File: config.mk
export PLATFORM = sky130hd
export DESIGN_NAME = ethernet_header_parser_unit_flat
export DESIGN_NICKNAME = d
export VERILOG_FILES = /design/src/hdl/ehp_pkg.sv /design/src/hdl/ehp_byte_if.sv /design/src/hdl/ehp_result_if.sv /design/src/hdl/ethernet_header_parser_unit.sv /design/src/flat_wrapper.sv
export VERILOG_INCLUDE_DIRS = /design/src /design/src/hdl
export SDC_FILE = /design/constraint.sdc
export NUM_CORES = 1
export LEC_CHECK = 0
export BUFFER_PORTS_ARGS = -buffer_cell sky130_fd_sc_hd__buf_2
export CAP_MARGIN = 15
export CORE_MARGIN = 4
export CORE_UTILIZATION = 50
export CTS_CLUSTER_DIAMETER = 150
export DETAILED_ROUTE_END_ITERATION = 10
export GPL_ROUTABILITY_DRIVEN = 1
export PLACE_DENSITY = 0.78
export SLEW_MARGIN = 20
export SYNTH_ARGS = -nofsm -noshare
export SYNTH_HDL_FRONTEND = slang
export SYNTH_SLANG_ARGS = --single-unit
File: constraint.sdc
create_clock -name i_clk -period 4.17 [get_ports i_clk]
set_input_delay 0.417 -clock i_clk [delete_from_list [all_inputs] [get_ports i_clk]]
set_output_delay 0.417 -clock i_clk [all_outputs]
set_load 0.02 [all_outputs]
File: src/hdl/ethernet_header_parser_unit_macros.svh
// Assertion helpers for the Ethernet header parser.
`ifndef ETHERNET_HEADER_PARSER_UNIT_MACROS_SVH
`define ETHERNET_HEADER_PARSER_UNIT_MACROS_SVH

// Same-cycle implication, checked outside reset.
`define EHP_ASSERT_IMP(label, clk, rst_n, ante, cons, msg) \
    label: assert property (@(posedge clk) disable iff (!(rst_n)) (ante) |-> (cons)) \
        else $error(msg);

// Next-cycle implication, checked outside reset.
`define EHP_ASSERT_NXT(label, clk, rst_n, ante, cons, msg) \
    label: assert property (@(posedge clk) disable iff (!(rst_n)) (ante) |=> (cons)) \
        else $error(msg);

`endif

File: src/hdl/ehp_pkg.sv
// ----------------------------------------------------------------------------
// ehp_pkg
// Shared constants for the Ethernet header parser.
// ----------------------------------------------------------------------------
package ehp_pkg;

    localparam int MAX_FRAME_BYTES = 16384;
    // The byte counter never stops below 255 so every header offset stays reachable.
    localparam int COUNT_MAX       = (MAX_FRAME_BYTES > 255) ? MAX_FRAME_BYTES : 255;
    localparam int CNT_W           = $clog2(COUNT_MAX + 1);
    localparam int LEN_W           = 15;
    localparam int MASK_W          = 18;

    localparam logic [CNT_W-1:0] COUNT_LIMIT = CNT_W'(COUNT_MAX);
    localparam logic [CNT_W-1:0] LEN_LIMIT   = CNT_W'(MAX_FRAME_BYTES);
    localparam logic [CNT_W-1:0] MIN_FRAME   = CNT_W'(14);

    localparam logic [15:0] TPID_VLAN   = 16'h8100;
    localparam logic [15:0] TYPE_MIN    = 16'h0600;
    localparam logic [15:0] ET_IPV4     = 16'h0800;
    localparam logic [15:0] ET_IPV6     = 16'h86DD;
    localparam logic [15:0] ET_ARP      = 16'h0806;
    localparam logic [15:0] ET_LLDP     = 16'h88CC;
    localparam logic [15:0] ET_SLOW     = 16'h8809;
    localparam logic [7:0]  SAP_SNAP0   = 8'hAA;
    localparam logic [7:0]  SAP_SNAP1   = 8'hAB;
    localparam logic [7:0]  PROTO_ICMP  = 8'd1;
    localparam logic [7:0]  PROTO_TCP   = 8'd6;
    localparam logic [7:0]  PROTO_UDP   = 8'd17;
    localparam logic [15:0] PORT_BOOTPS = 16'd67;
    localparam logic [15:0] PORT_BOOTPC = 16'd68;
    localparam logic [7:0]  SUB_LACP    = 8'd1;

    localparam int B_META   = 0;
    localparam int B_ETH    = 1;
    localparam int B_VLAN   = 2;
    localparam int B_ETHER  = 3;
    localparam int B_LLC    = 4;
    localparam int B_SNAP   = 5;
    localparam int B_NOTYPE = 6;
    localparam int B_IP4    = 7;
    localparam int B_IP6    = 8;
    localparam int B_ARP    = 9;
    localparam int B_LLDP   = 10;
    localparam int B_SLOW   = 11;
    localparam int B_LACP   = 12;
    localparam int B_ICMP   = 13;
    localparam int B_TCP    = 14;
    localparam int B_UDP    = 15;
    localparam int B_L4     = 16;
    localparam int B_DHCP   = 17;

    typedef logic [MASK_W-1:0] t_mask;

endpackage

File: src/hdl/ehp_byte_if.sv
// ----------------------------------------------------------------------------
// ehp_byte_if
// Frame byte channel: one word per frame byte.
// ----------------------------------------------------------------------------
interface ehp_byte_if;
    logic       valid;
    logic       ready;
    logic [7:0] data_byte;
    logic       last_byte;

    modport source (output valid, data_byte, last_byte, input ready);
    modport sink   (input valid, data_byte, last_byte, output ready);
endinterface

File: src/hdl/ehp_result_if.sv
// ----------------------------------------------------------------------------
// ehp_result_if
// Parse result channel: one word per frame.
// ----------------------------------------------------------------------------
interface ehp_result_if;
    import ehp_pkg::*;
    logic        valid;
    logic        ready;
    t_mask       hdr_flags;
    logic        vlan_tagged;
    logic        too_short;
    logic        truncated;
    logic [14:0] frame_length;
    logic [7:0]  ether_offset;
    logic [7:0]  llc_offset;
    logic [7:0]  l3_offset;
    logic [7:0]  l4_offset;
    logic [7:0]  dhcp_offset;

    modport source (output valid, hdr_flags, vlan_tagged, too_short, truncated,
                    frame_length, ether_offset, llc_offset, l3_offset, l4_offset,
                    dhcp_offset, input ready);
    modport sink   (input valid, hdr_flags, vlan_tagged, too_short, truncated,
                    frame_length, ether_offset, llc_offset, l3_offset, l4_offset,
                    dhcp_offset, output ready);
endinterface

File: src/hdl/ethernet_header_parser_unit.sv
// The result word is registered as the last byte is taken and is valid in the cycle after.
// Throughput: one byte per cycle while no result is stalled; each byte updates the parse state in one pass.
// The result register frees the input: a byte is taken unless a result is stalled.
// Reset (synchronous, active low) returns the parser to idle with no result pending.
// ----------------------------------------------------------------------------
// ethernet_header_parser_unit
// Byte-serial Ethernet/VLAN/LLC/SNAP/IP/L4 header walker with a result register.
// ----------------------------------------------------------------------------
`include "ethernet_header_parser_unit_macros.svh"

module ethernet_header_parser_unit
    import ehp_pkg::*;
(
    input  logic         i_clk,
    input  logic         i_rst_n,
    ehp_byte_if.sink     i_in,
    ehp_result_if.source o_res
);

    typedef enum logic [3:0] {
        PH_IDLE, PH_ETYPE, PH_VTYPE, PH_LLC, PH_OUI, PH_SNAPTYPE, PH_IHL,
        PH_IP4PROTO, PH_IP6NH, PH_SPORT, PH_SLOW, PH_DONE
    } t_phase;

    localparam int OFS_ETHER = 0;
    localparam int OFS_LLC   = 1;
    localparam int OFS_L3    = 2;
    localparam int OFS_L4    = 3;
    localparam int OFS_DHCP  = 4;

    typedef logic [7:0] t_ofs [5];

    t_phase           r_phase, n_phase, b_phase, d_phase;
    logic [CNT_W-1:0] r_cnt, n_cnt, b_cnt, len_sat;
    logic [7:0]       r_nd, n_nd, b_nd;
    logic [23:0]      r_sh, n_sh, b_sh;
    t_mask            r_mask, n_mask, b_mask;
    t_ofs             r_ofs, n_ofs, b_ofs;
    logic             r_vlan, n_vlan, b_vlan;

    logic             r_ov;
    t_mask            r_o_mask;
    logic             r_o_vlan, r_o_short, r_o_trunc;
    logic [14:0]      r_o_len;
    t_ofs             r_o_ofs;

    logic             in_fire;
    logic [7:0]       p8, v8, tl_base, et_l3, l4_new;
    logic [15:0]      v16, et_val;
    logic             do_tl, do_et, do_ip, short_frame;

    assign i_in.ready = !r_ov || o_res.ready;
    assign in_fire    = i_in.valid && i_in.ready;

    always_comb begin
        n_phase = r_phase;
        d_phase = r_phase;
        n_cnt   = r_cnt;
        n_nd    = r_nd;
        n_sh    = r_sh;
        n_mask  = r_mask;
        n_ofs   = r_ofs;
        n_vlan  = r_vlan;
        do_tl   = 1'b0;
        do_et   = 1'b0;
        do_ip   = 1'b0;
        tl_base = 8'd0;
        et_l3   = 8'd0;
        et_val  = 16'd0;
        l4_new  = 8'd0;
        // A frame starts from a cleared state that waits for the type field.
        if (r_phase == PH_IDLE) begin
            b_phase = PH_ETYPE;
            b_cnt   = '0;
            b_nd    = 8'd13;
            b_sh    = '0;
            b_mask  = '0;
            b_mask[B_META] = 1'b1;
            b_mask[B_ETH]  = 1'b1;
            b_ofs   = '{default: 8'd0};
            b_vlan  = 1'b0;
        end else begin
            b_phase = r_phase;
            b_cnt   = r_cnt;
            b_nd    = r_nd;
            b_sh    = r_sh;
            b_mask  = r_mask;
            b_ofs   = r_ofs;
            b_vlan  = r_vlan;
        end
        p8  = b_cnt[7:0];
        v8  = i_in.data_byte;
        v16 = {b_sh[7:0], i_in.data_byte};
        if (in_fire) begin
            n_phase = b_phase;
            n_nd    = b_nd;
            n_mask  = b_mask;
            n_ofs   = b_ofs;
            n_vlan  = b_vlan;
            n_cnt   = (b_cnt < COUNT_LIMIT) ? b_cnt + 1'b1 : b_cnt;
            n_sh    = {b_sh[15:0], i_in.data_byte};
            if (b_phase != PH_DONE && b_cnt == CNT_W'(b_nd)) begin
                case (b_phase)
                    PH_ETYPE: begin
                        if (v16 == TPID_VLAN) begin
                            n_vlan = 1'b1;
                            n_mask[B_VLAN] = 1'b1;
                            n_phase = PH_VTYPE;
                            n_nd = 8'd17;
                        end else begin
                            do_tl = 1'b1;
                            tl_base = 8'd12;
                        end
                    end
                    PH_VTYPE: begin
                        do_tl = 1'b1;
                        tl_base = 8'd16;
                    end
                    PH_LLC: begin
                        if (v16[15:8] == SAP_SNAP0 || v16[15:8] == SAP_SNAP1 ||
                            v8 == SAP_SNAP0 || v8 == SAP_SNAP1) begin
                            n_mask[B_SNAP] = 1'b1;
                            n_phase = PH_OUI;
                            n_nd = p8 + 8'd4;
                        end else begin
                            n_mask[B_NOTYPE] = 1'b1;
                            n_phase = PH_DONE;
                        end
                    end
                    PH_OUI: begin
                        if (n_sh == 24'd0) begin
                            n_phase = PH_SNAPTYPE;
                            n_nd = p8 + 8'd2;
                        end else begin
                            n_mask[B_NOTYPE] = 1'b1;
                            n_phase = PH_DONE;
                        end
                    end
                    PH_SNAPTYPE: begin
                        n_mask[B_ETHER] = 1'b1;
                        n_ofs[OFS_ETHER] = p8 - 8'd1;
                        do_et = 1'b1;
                        et_val = v16;
                        et_l3 = p8 + 8'd1;
                    end
                    PH_IHL: begin
                        if (v8[3:0] < 4'd5) begin
                            n_phase = PH_DONE;
                        end else begin
                            n_ofs[OFS_L4] = p8 + {2'b00, v8[3:0], 2'b00};
                            n_phase = PH_IP4PROTO;
                            n_nd = p8 + 8'd9;
                        end
                    end
                    PH_IP4PROTO, PH_IP6NH: do_ip = 1'b1;
                    PH_SPORT: begin
                        if (v16 == PORT_BOOTPS || v16 == PORT_BOOTPC) begin
                            n_mask[B_DHCP] = 1'b1;
                            n_ofs[OFS_DHCP] = b_ofs[OFS_L4] + 8'd8;
                        end
                        n_phase = PH_DONE;
                    end
                    PH_SLOW: begin
                        if (v8 == SUB_LACP) begin
                            n_mask[B_LACP] = 1'b1;
                        end
                        n_phase = PH_DONE;
                    end
                    default: n_phase = PH_DONE;
                endcase
            end
            if (do_tl) begin
                if (v16 >= TYPE_MIN) begin
                    n_mask[B_ETHER] = 1'b1;
                    n_ofs[OFS_ETHER] = tl_base;
                    do_et = 1'b1;
                    et_val = v16;
                    et_l3 = tl_base + 8'd2;
                end else begin
                    n_mask[B_LLC] = 1'b1;
                    n_ofs[OFS_LLC] = tl_base;
                    n_phase = PH_LLC;
                    n_nd = tl_base + 8'd3;
                end
            end
            if (do_et) begin
                n_phase = PH_DONE;
                case (et_val)
                    ET_IPV4: begin
                        n_mask[B_IP4] = 1'b1;
                        n_ofs[OFS_L3] = et_l3;
                        n_phase = PH_IHL;
                        n_nd = et_l3;
                    end
                    ET_IPV6: begin
                        n_mask[B_IP6] = 1'b1;
                        n_ofs[OFS_L3] = et_l3;
                        n_ofs[OFS_L4] = et_l3 + 8'd40;
                        n_phase = PH_IP6NH;
                        n_nd = et_l3 + 8'd6;
                    end
                    ET_ARP: begin
                        n_mask[B_ARP] = 1'b1;
                        n_ofs[OFS_L3] = et_l3;
                    end
                    ET_LLDP: begin
                        n_mask[B_LLDP] = 1'b1;
                        n_ofs[OFS_L3] = et_l3;
                    end
                    ET_SLOW: begin
                        n_mask[B_SLOW] = 1'b1;
                        n_ofs[OFS_L3] = et_l3;
                        n_phase = PH_SLOW;
                        n_nd = et_l3;
                    end
                    default: n_phase = PH_DONE;
                endcase
            end
            if (do_ip) begin
                n_phase = PH_DONE;
                l4_new = b_ofs[OFS_L4] + 8'd1;
                case (v8)
                    PROTO_ICMP: n_mask[B_ICMP] = 1'b1;
                    PROTO_TCP: begin
                        n_mask[B_TCP] = 1'b1;
                        n_mask[B_L4] = 1'b1;
                    end
                    PROTO_UDP: begin
                        n_mask[B_UDP] = 1'b1;
                        n_mask[B_L4] = 1'b1;
                        n_phase = PH_SPORT;
                        n_nd = l4_new;
                    end
                    default: n_phase = PH_DONE;
                endcase
            end
            // Truncation is judged on the phase after the decision, before the
            // end-of-frame return to idle.
            d_phase = n_phase;
            if (i_in.last_byte) begin
                n_phase = PH_IDLE;
            end
        end
    end

    assign short_frame = n_cnt < MIN_FRAME;
    assign len_sat     = (n_cnt < LEN_LIMIT) ? n_cnt : LEN_LIMIT;

    always_ff @(posedge i_clk) begin
        if (!i_rst_n) begin
            r_phase <= PH_IDLE;
            r_cnt   <= '0;
            r_nd    <= '0;
            r_sh    <= '0;
            r_mask  <= '0;
            r_ofs   <= '{default: 8'd0};
            r_vlan  <= 1'b0;
            r_ov    <= 1'b0;
        end else begin
            r_phase <= n_phase;
            r_cnt   <= n_cnt;
            r_nd    <= n_nd;
            r_sh    <= n_sh;
            r_mask  <= n_mask;
            r_ofs   <= n_ofs;
            r_vlan  <= n_vlan;
            if (in_fire && i_in.last_byte) begin
                r_ov <= 1'b1;
            end else if (o_res.ready) begin
                r_ov <= 1'b0;
            end
        end
    end

    // Result word; offsets read as zero when their header bit is clear.
    always_ff @(posedge i_clk) begin
        if (in_fire && i_in.last_byte) begin
            r_o_short <= short_frame;
            r_o_len   <= LEN_W'(len_sat);
            r_o_mask  <= short_frame ? '0 : n_mask;
            r_o_vlan  <= !short_frame && n_vlan;
            r_o_trunc <= !short_frame && d_phase != PH_DONE;
            r_o_ofs[OFS_ETHER] <= (!short_frame && n_mask[B_ETHER]) ?
                                  n_ofs[OFS_ETHER] : 8'd0;
            r_o_ofs[OFS_LLC]   <= (!short_frame && n_mask[B_LLC]) ?
                                  n_ofs[OFS_LLC] : 8'd0;
            r_o_ofs[OFS_L3]    <= (!short_frame && (n_mask[B_IP4] || n_mask[B_IP6] ||
                                   n_mask[B_ARP] || n_mask[B_LLDP] || n_mask[B_SLOW])) ?
                                  n_ofs[OFS_L3] : 8'd0;
            r_o_ofs[OFS_L4]    <= (!short_frame && (n_mask[B_ICMP] || n_mask[B_TCP] ||
                                   n_mask[B_UDP])) ? n_ofs[OFS_L4] : 8'd0;
            r_o_ofs[OFS_DHCP]  <= (!short_frame && n_mask[B_DHCP]) ?
                                  n_ofs[OFS_DHCP] : 8'd0;
        end
    end

    assign o_res.valid        = r_ov;
    assign o_res.hdr_flags    = r_o_mask;
    assign o_res.vlan_tagged  = r_o_vlan;
    assign o_res.too_short    = r_o_short;
    assign o_res.truncated    = r_o_trunc;
    assign o_res.frame_length = r_o_len;
    assign o_res.ether_offset = r_o_ofs[OFS_ETHER];
    assign o_res.llc_offset   = r_o_ofs[OFS_LLC];
    assign o_res.l3_offset    = r_o_ofs[OFS_L3];
    assign o_res.l4_offset    = r_o_ofs[OFS_L4];
    assign o_res.dhcp_offset  = r_o_ofs[OFS_DHCP];

    `EHP_ASSERT_NXT(a_res_from_last, i_clk, i_rst_n, in_fire && i_in.last_byte, r_ov, "no result")
    `EHP_ASSERT_IMP(a_short_empty, i_clk, i_rst_n, r_ov && r_o_short, r_o_mask == '0 && !r_o_trunc, "short")
    `EHP_ASSERT_IMP(a_dhcp_udp, i_clk, i_rst_n, r_ov && r_o_mask[B_DHCP], r_o_mask[B_UDP], "DHCP w/o UDP")
    `EHP_ASSERT_NXT(a_idle_after_last, i_clk, i_rst_n, in_fire && i_in.last_byte, r_phase == PH_IDLE, "not idle")

endmodule
File: src/flat_wrapper.sv
// flat-port wrapper written by rule: the top's interface ports become plain ports
module ethernet_header_parser_unit_flat import ehp_pkg::*;
  (i_clk, i_rst_n, i_in_valid, i_in_data_byte, i_in_last_byte, i_in_ready, o_res_valid, o_res_hdr_flags, o_res_vlan_tagged, o_res_too_short, o_res_truncated, o_res_frame_length, o_res_ether_offset, o_res_llc_offset, o_res_l3_offset, o_res_l4_offset, o_res_dhcp_offset, o_res_ready);
  ehp_byte_if i_in_i ();
  ehp_result_if o_res_i ();
  input  logic i_clk;
  input  logic i_rst_n;
  input wire logic [$bits(i_in_i.valid)-1:0] i_in_valid;
  input wire logic [$bits(i_in_i.data_byte)-1:0] i_in_data_byte;
  input wire logic [$bits(i_in_i.last_byte)-1:0] i_in_last_byte;
  output wire logic [$bits(i_in_i.ready)-1:0] i_in_ready;
  output wire logic [$bits(o_res_i.valid)-1:0] o_res_valid;
  output wire logic [$bits(o_res_i.hdr_flags)-1:0] o_res_hdr_flags;
  output wire logic [$bits(o_res_i.vlan_tagged)-1:0] o_res_vlan_tagged;
  output wire logic [$bits(o_res_i.too_short)-1:0] o_res_too_short;
  output wire logic [$bits(o_res_i.truncated)-1:0] o_res_truncated;
  output wire logic [$bits(o_res_i.frame_length)-1:0] o_res_frame_length;
  output wire logic [$bits(o_res_i.ether_offset)-1:0] o_res_ether_offset;
  output wire logic [$bits(o_res_i.llc_offset)-1:0] o_res_llc_offset;
  output wire logic [$bits(o_res_i.l3_offset)-1:0] o_res_l3_offset;
  output wire logic [$bits(o_res_i.l4_offset)-1:0] o_res_l4_offset;
  output wire logic [$bits(o_res_i.dhcp_offset)-1:0] o_res_dhcp_offset;
  input wire logic [$bits(o_res_i.ready)-1:0] o_res_ready;
  assign i_in_i.valid = i_in_valid;
  assign i_in_i.data_byte = i_in_data_byte;
  assign i_in_i.last_byte = i_in_last_byte;
  assign i_in_ready = i_in_i.ready;
  assign o_res_valid = o_res_i.valid;
  assign o_res_hdr_flags = o_res_i.hdr_flags;
  assign o_res_vlan_tagged = o_res_i.vlan_tagged;
  assign o_res_too_short = o_res_i.too_short;
  assign o_res_truncated = o_res_i.truncated;
  assign o_res_frame_length = o_res_i.frame_length;
  assign o_res_ether_offset = o_res_i.ether_offset;
  assign o_res_llc_offset = o_res_i.llc_offset;
  assign o_res_l3_offset = o_res_i.l3_offset;
  assign o_res_l4_offset = o_res_i.l4_offset;
  assign o_res_dhcp_offset = o_res_i.dhcp_offset;
  assign o_res_i.ready = o_res_ready;
  ethernet_header_parser_unit u_core (.i_clk(i_clk), .i_rst_n(i_rst_n), .i_in(i_in_i), .o_res(o_res_i));
endmodule
==> results.cfg, run 1 <==
[outcome]
status = complete, no violations

[critical_path]
startpoint = u_core.r_phase[3]
worst_setup_path_end_kind = flip-flop
crit_type = flip-flop to flip-flop
crit_end = u_core.r_o_ofs[0][31]
critical_path.startpoint_type = flip-flop
crit-reg2reg-launch = u_core.r_phase[3]
required_ns = 4.46
arrival_ns = 4.19
r2r_cells = 15
critPathMaxFanout = 10
r2r-end = u_core.r_o_ofs[0][31]
reg2reg_slack_ns = 0.27

[timing]
slew_headroom = 0.3743
rsz0062_at_grt = no
tightest_slew_ns = 0.9386
setup_viol = 0
finalHoldViolCount = 0
skew_ns = 0.01504
fin_crit_ns = 3.899
clock.fmax_mhz = 256.5
finalSetupTns_ns = 0
period_share = 0.9350
slew_violations = 0

[global_routing]
grt_busiest_layer = met2
grt-ovfl-total = 0
grtUsageMet2 = 0.4337
use_met1 = 0.3987
use_met3 = 0.05300
grt_pass1_vias = 8676
grt_max_degree = 50
grt_usage = 0.2870
antenna_found_initial = 1
grt_pass1_wl_um = 49710

[finish]
drive_above_1_share = 0.1755
area_delta_synth_final_pct = 13.38
antennaDiodeCount = 0
nets = 1243
post-route-util = 0.5807

[yosys]
synthCells = 1130
synth_area_um2 = 10030
yosysUniqueCellTypes = 91
synthAdderAreaFrac = 0.02195
yosysTopAreaCell = edfxtp_1
seq_area_frac_synth = 0.4330
ys.flop_type = dfxtp_1
avgSynthCellArea_um2 = 8.879
synth_compound_area_frac = 0.2001
ys_ff_latch = 179
synth_top_family_by_area = simple AND/OR/NAND/NOR gates
synth_edf_count = 76
synth_xor_area_frac = 0.04003
syn_nets = 1160
netlist_top_cells_area = edfxtp_1 23%, dfxtp_1 21%, nor2_1 5.2%
synthSimpleGateAreaFrac = 0.2565
synth_mux_area_frac = 0.003242
yosys_warnings = 0
yosys.area.top_type_share = 0.2275
async_reset_ff_frac = 0

[clock_network]
cts_setup_buffers = 0
clkTransAtPathRegs_ns = 0.07
htreeDepth = 4
clock_latency_ns = 0.44
post_cts_resized = 0
clock-root-buffer = clkbuf_16
cts.sinks = 179
numCtsBuffers = 17
cts_buffer_depth = 2
holdBufCountCts = 0
cts_tree = built

[floorplanning]
rows = 51
core_area_um2 = 19590
initial_core_util = 0.5122
die_w_um = 149.7
die_h_um = 149.7
io_pins = 91
dieArea_um2 = 22400

[detailed_routing]
drt_wl_total_um = 32100
wl_per_cell_um = 21.55
drcViolationCount = 0
drt_iter0_drc = 1306
via_count = 9323
viasPerCell = 6.257
dr.pass1.iters = 6
final_antenna_net_count = 0

[power_and_ir_drop]
pwr_density_cell_nw_per_um2 = 340.3
vdd_drop_max_v = 0.0002819
p_leak_nw = 4.238

[worst_hold_path]
hold_path.class = primary input to flip-flop

[job]
maxCapViolations = 0

[placed_design]
hpwl_um = 23460
port_buffers = 90
gp_congestion = 1.098
[sequential cells by signal, indices dropped and copies added (netlist names), 4 cells and up]
name	count
u_core.o_res.frame_length	15
u_core.o_res.hdr_flags	18
u_core.r_cnt	15
u_core.r_mask	18
u_core.r_nd	8
u_core.r_o_ofs	40
u_core.r_ofs	40
u_core.r_phase	4
u_core.r_sh	16
[stage by stage]
stage	hold slack (ns)	std cells	power, mW	worst slack [ns]	instance area, um^2
2_1_floorplan	0.4268	1130	2.250	0.4183	10030
3_3_place_gp	0.4376	1459	2.405	0.4289	10850
3_5_place_dp	0.4441	1459	2.411	0.3513	10850
4_1_cts	0.2644	1490	3.877	0.3341	11380
5_1_grt	0.3001	1490	4.000	0.01500	11380
6_report	0.2683	1490	3.871	0.2712	11380
[per-layer routing]
layer	wire length [um]	vias up
met3	3155	109
met4	1685	0
li1	-	4299
met2	13910	547
met1	13350	4368
met5	0	-
[power breakdown]
part	leakage [nW]	internal (mW)	switching, mW
Clock	0.252	0.768	0.716
Combinational	2.43	0.141	0.347
Sequential	1.56	1.87	0.0317
[cell usage in the layout (no fill, tap or decap), types with 7 or more instances in the layout]
cell type	instances
a211oi_1	10
a21o_1	12
a21oi_1	74
a22o_1	9
a22oi_1	24
a31oi_1	10
a32oi_1	8
and2_1	34
and3_1	23
buf_2	90
buf_4	51
clkbuf_16	17
dfxtp_1	103
edfxtp_1	76
ha_1	16
inv_1	22
nand2_1	107
nand2b_1	7
nand3_1	36
nand4_1	16
nor2_1	139
nor2b_1	21
nor3_1	34
nor4_1	14
o211ai_1	18
o21a_1	11
o21ai_0	42
or3_1	11
or4_1	8
xnor2_1	34
xor2_1	10
[worst min path at each step]
stage	from	endpoint	slack, ns	depth (start not counted)
floorplan	u_core.r_mask[0]	u_core.r_mask[0]	0.43	2
global placement	u_core.r_mask[1]	u_core.r_mask[1]	0.44	2
detailed placement	u_core.r_mask[0]	u_core.r_mask[0]	0.44	2
CTS	i_in_data_byte[7]	u_core.r_sh[7]	0.26	3
global route	i_in_data_byte[7]	u_core.r_sh[7]	0.30	3
finish	i_in_data_byte[7]	u_core.r_sh[7]	0.27	3
[logic make-up (layout without fill, tap and decap cells)]
logic type / after synthesis / in the layout
simple gates: 501 / 501
compound gates: 284 / 284
flops: 179 / 179
buf+inv: 101 / 196
xor+xnor: 45 / 45
fa+ha+maj: 17 / 17
mux: 3 / 3
[area by class of cell]
| type | count | area (um^2) |
|---|---|---|
| clock buffer | 18 | 429.2 |
| clock inverter | 13 | 101.3 |
| fill | 1745 | 8214 |
| inverter | 24 | 90.09 |
| multi-input combinational | 850 | 5246 |
| sequential | 179 | 4344 |
| tap | 265 | 331.6 |
| timing repair buffer | 141 | 833.3 |
[worst max-delay path, stage by stage (launching register included)]
cell	delay, ns
dfxtp_1	0.31
or4_1	0.73
nand2_1	0.17
inv_1	0.09
ha_1	0.29
and2_1	0.23
xnor2_1	0.24
a22oi_1	0.10
nor3_1	0.22
buf_4	0.21
ha_1	0.24
o21ai_0	0.13
xnor2_1	0.14
nor3_1	0.28
a31oi_1	0.12
a211oi_2	0.24
[Yosys cell counts (all sizes together), types with 9 or more instances]
cell,count
a211oi,12
a21o,12
a21oi,80
a22o,9
a22oi,24
a31oi,10
and2,35
and3,23
buf,33
clkbuf,44
dfxtp,103
edfxtp,76
ha,16
inv,24
nand2,108
nand3,36
nand4,18
nor2,141
nor2b,24
nor3,35
nor4,17
o211ai,18
o21a,11
o21ai,47
or3,11
or4,9
xnor2,35
xor2,10
No activity file was read; power rests on OpenSTA's default activity.
==> run 2: changes to the inputs <==
Settings changed: CORE_UTILIZATION 50 to 35, PLACE_DENSITY 0.78 to 0.61, SKIP_LAST_GASP set to 1.
==> results.cfg, run 2 (same netlist as run 1, synthesis figures left out) <==
[power_and_ir_drop]
pwr_density_cell_nw_per_um2 = 352.4
p_comb_frac = 0.120
p_leak_nw = 4.303
p_int_mw = 2.895
switching_share = 0.2938
p_sw_mw = 1.204
vdd_drop_max_v = 0.0002515
power_frac_clock = 0.416
finalPower_mw = 4.099
seq_power_share = 0.464

[detailed_routing]
viasPerCell = 5.737
dr.pass1.iters = 6
drt_wl_total_um = 34650
wl_per_cell_um = 21.57
final_antenna_net_count = 0
route.met2.wl_um = 15220
route.met3.wl_um = 2556
wl_met1_um = 15890
top_layer = met4
via_count = 9214
drcViolationCount = 0
drt_iter0_drc = 1303

[finish]
finalInstanceArea_um2 = 11630
drive_above_1_share = 0.1808
layout_commonest_cell = nor2_1
area_delta_synth_final_pct = 15.93
layout_common_cells = 139 x nor2_1, 107 x nand2_1, 103 x dfxtp_1
post-route-util = 0.4152
stdcell_count = 1606
reg_top3 = u_core.r_o_ofs x40, u_core.r_ofs x40
antennaDiodeCount = 0
fillers = 2839
nets = 1245
multi_input_area_um2 = 5248
register_area_um2 = 4344

[placed_design]
hpwl_um = 25760
gp_congestion = 1.032
port_buffers = 90
placed_cells = 1574
placed_area_um2 = 11000
place_ws_ns = 0.2589

[outcome]
status = complete, no violations

[floorplanning]
initial_core_util = 0.3582
io_pins = 91
rows = 61
core_area_um2 = 28010
die_h_um = 177.3
dieArea_um2 = 31440
die_w_um = 177.3

[clock_network]
cts.sinks = 179
htreeDepth = 4
cts_buffer_depth = 2
post_cts_resized = 0
clkTransAtPathRegs_ns = 0.09
cts_tree = built
holdBufCountCts = 0
numCtsBuffers = 17
clock-root-buffer = clkbuf_16
clock_latency_ns = 0.45
cts_setup_buffers = 0

[timing]
skew_ns = 0.01727
rsz0062_at_grt = no
slew_headroom = 0.3582
setup_ws_ns = 0.3895
fin_crit_ns = 3.781
finalSetupTns_ns = 0
period_share = 0.9066
slew_violations = 0
finalHoldViolCount = 0
clock.fmax_mhz = 264.5
tightest_slew_ns = 0.9627
setup_viol = 0
timing.hold.ws_ns = 0.2652

[critical_path]
arrival_ns = 4.06
critical_path.startpoint_type = flip-flop
reg2reg_slack_ns = 0.39
worst_setup_path_end_kind = flip-flop
required_ns = 4.45
crit_type = flip-flop to flip-flop
critPathMaxFanout = 14

[worst_hold_path]
hold_path.class = primary input to flip-flop

[global_routing]
grt_max_degree = 50
antenna_found_initial = 0
grt_pass1_vias = 8569
grt_usage = 0.2207
grt_pass1_wl_um = 53180
grt-ovfl-total = 0

[job]
maxCapViolations = 0
run 2: layout make-up:
| class | instances | area share |
|---|---|---|
| inverter | 24 | 0.007853 |
| clock inverter | 14 | 0.01614 |
| sequential | 179 | 0.3735 |
| clock buffer | 18 | 0.03776 |
| tap | 378 | 0.04066 |
| multi-input combinational | 850 | 0.4512 |
| timing repair buffer | 143 | 0.07293 |
run 2: path summary, 6_finish.rpt:
| kind | start | endpoint | cells past startpoint |
|---|---|---|---|
| setup / recovery | u_core.r_phase[3] | u_core.r_o_ofs[0][31] | 15 |
| hold / removal | i_in_data_byte[6] | u_core.r_sh[6] | 3 |
| setup reg to reg | u_core.r_phase[3] | u_core.r_o_ofs[0][31] | 15 |
| hold reg to reg | u_core.r_mask[0] | u_core.r_mask[0] | 2 |
run 2: power groups by stage:
stage	combinational, mW	sequential, mW	clock [mW]
6_report	0.491	1.90	1.71
3_5_place_dp	0.485	1.94	0
5_1_grt	0.529	1.90	1.82
3_3_place_gp	0.483	1.94	0
4_1_cts	0.486	1.90	1.74
2_1_floorplan	0.285	1.97	0
run 2: critical path, cell delays in order, from the launching register on:
cell      delay (ns)
dfxtp_1         0.31
or4_1           0.63
buf_4           0.24
nand2_1         0.10
inv_1           0.05
ha_1            0.25
and2_1          0.24
xnor2_1         0.23
a22oi_1         0.10
nor3_1          0.29
ha_1            0.27
o21ai_0         0.12
xnor2_1         0.15
nor3_1          0.30
a31oi_1         0.12
a211oi_2        0.24
run 2: routing by layer:
metal	vias to the layer above	GRT usage
li1	4306	-
met1	4395	0.3255
met2	457	0.3362
met3	56	0.02642
met4	0	0.07348
met5	-	0
==> run 3: changes to the inputs <==
Clock period 4.17 ns to 4.3 ns, I/O delays scaled along.
==> results.cfg, run 3 (same netlist as run 1, synthesis figures left out) <==
[clock_network]
clock_latency_ns = 0.44
clkTransAtPathRegs_ns = 0.08
post_cts_resized = 0
cts.sinks = 179
cts_buffer_depth = 2
cts_setup_buffers = 0
numCtsBuffers = 17
cts_tree = built
holdBufCountCts = 0
clock-root-buffer = clkbuf_16
htreeDepth = 4

[detailed_routing]
wl_per_cell_um = 22.22
dr.pass1.iters = 8
final_antenna_net_count = 0
viasPerCell = 5.785
via_count = 9303
drcViolationCount = 0
drt_iter0_drc = 1105
drt_wl_total_um = 35730

[finish]
reg_top3 = u_core.r_o_ofs x40, u_core.r_ofs x40
drive_above_1_share = 0.1813
antennaDiodeCount = 0
layout_common_cells = 139 x nor2_1, 107 x nand2_1, 103 x dfxtp_1
nets = 1247
layout_commonest_cell = nor2_1
fillers = 2830
area_delta_synth_final_pct = 15.89
finalInstanceArea_um2 = 11630

[timing]
slew_violations = 0
setup_ws_ns = 0.5506
fin_crit_ns = 3.749
clock.fmax_mhz = 266.7
finalSetupTns_ns = 0
rsz0062_at_grt = no
period_share = 0.8719
skew_ns = 0.01165
finalHoldViolCount = 0
timing.hold.ws_ns = 0.2759
setup_viol = 0
tightest_slew_ns = 0.9461
slew_headroom = 0.3683

[floorplanning]
dieArea_um2 = 31440
io_pins = 91
die_h_um = 177.3
initial_core_util = 0.3582
die_w_um = 177.3
core_area_um2 = 28010
rows = 61

[global_routing]
grt_max_degree = 52
grt_pass1_vias = 8823
grt-ovfl-total = 0
grt_usage = 0.2254
grt_pass1_wl_um = 54060
antenna_found_initial = 0

[critical_path]
crit_family = simple AND/OR/NAND/NOR gates
reg2reg_slack_ns = 0.55
crit-reg2reg-launch = u_core.r_phase[1]
worst_setup_path_end_kind = flip-flop
crit_type = flip-flop to flip-flop
arrival_ns = 3.94
path_cells = buf_4 > o41ai_2 > inv_1 > ha_1 > and2_1 > nand4_1 > nor4_1 > xor2_1 > and3_1 > and4_1 > buf_4 > a41o_1 > nor2_1
crit_end = u_core.r_o_ofs[0][23]
path_depth = 13
required_ns = 4.49
critical_path.startpoint_type = flip-flop
cpPeakStageDelay_ns = 0.40
crit_top_cell = buf_4
critPathMaxFanout = 12
startpoint = u_core.r_phase[1]
slowest_stage = and4_1
r2r_cells = 13
r2r-end = u_core.r_o_ofs[0][23]
cp.buffers_inverters = 3

[worst_hold_path]
hold_path.class = primary input to flip-flop

[placed_design]
hpwl_um = 26290
placed_area_um2 = 11020
port_buffers = 90
gp_congestion = 0.9753
place_ws_ns = 0.6140

[power_and_ir_drop]
finalPower_mw = 3.943
pwr_density_cell_nw_per_um2 = 339.1
p_leak_nw = 4.308
vdd_drop_max_v = 0.0002063

[job]
maxCapViolations = 0

[outcome]
status = complete, no violations
==> run 3: layout make-up <==
type                            count  area [um^2]  area share
Multi-Input combinational cell    850         5246      0.4512
Sequential cell                   179         4344      0.3736
Timing Repair Buffer              145        863.3     0.07425
Tap cell                          378        473.0     0.04068
Clock buffer                       18        450.4     0.03874
Clock inverter                     14        158.9     0.01367
Inverter                           24        91.34    0.007855
==> run 3: power breakdown <==
group          internal, mW  switching [mW]  leakage (nW)
Sequential             1.81          0.0350          1.56
Clock                 0.816           0.798         0.299
Combinational         0.139           0.345          2.45
Total                  2.76            1.18          4.31
==> run 3: how the worst min path moves through the flow <==
stage,cells past startpoint,slack [ns],from,endpoint
after floorplan,2,0.43,u_core.r_mask[0],u_core.r_mask[0]
after global placement,2,0.44,u_core.r_mask[1],u_core.r_mask[1]
after detailed placement,2,0.45,u_core.r_mask[1],u_core.r_mask[1]
after CTS,3,0.27,i_in_data_byte[7],u_core.r_sh[7]
after global routing,3,0.29,i_in_data_byte[7],u_core.r_sh[7]
final,3,0.28,i_in_data_byte[7],u_core.r_sh[7]
==> run 3: per-stage QoR <==
step | utilization | std cells
floorplan | - | 1130
global placement | 0.3934 | 1576
detailed placement | 0.3934 | 1576
CTS | 0.4151 | 1608
global route | 0.4151 | 1608
finish | 0.4151 | 1608
==> run 3: worst reg2reg max path, stage by stage (launching register included) <==
cell	delay, ns
dfxtp_1	0.36
buf_4	0.19
o41ai_2	0.10
inv_1	0.16
ha_1	0.37
and2_1	0.26
nand4_1	0.19
nor4_1	0.32
xor2_1	0.28
and3_1	0.20
and4_1	0.40
buf_4	0.26
a41o_1	0.32
nor2_1	0.09
==> run 3: metal layers <==
layer  part of all wire  up-vias  GRT usage  routed length (um)
li1                   -     4296          -                   -
met1               0.45     4536     0.3263               16050
met2               0.46      426     0.3558               16280
met3              0.075       45    0.03025                2681
met4              0.020        0    0.05898                 722
met5                  0        -          0                   0
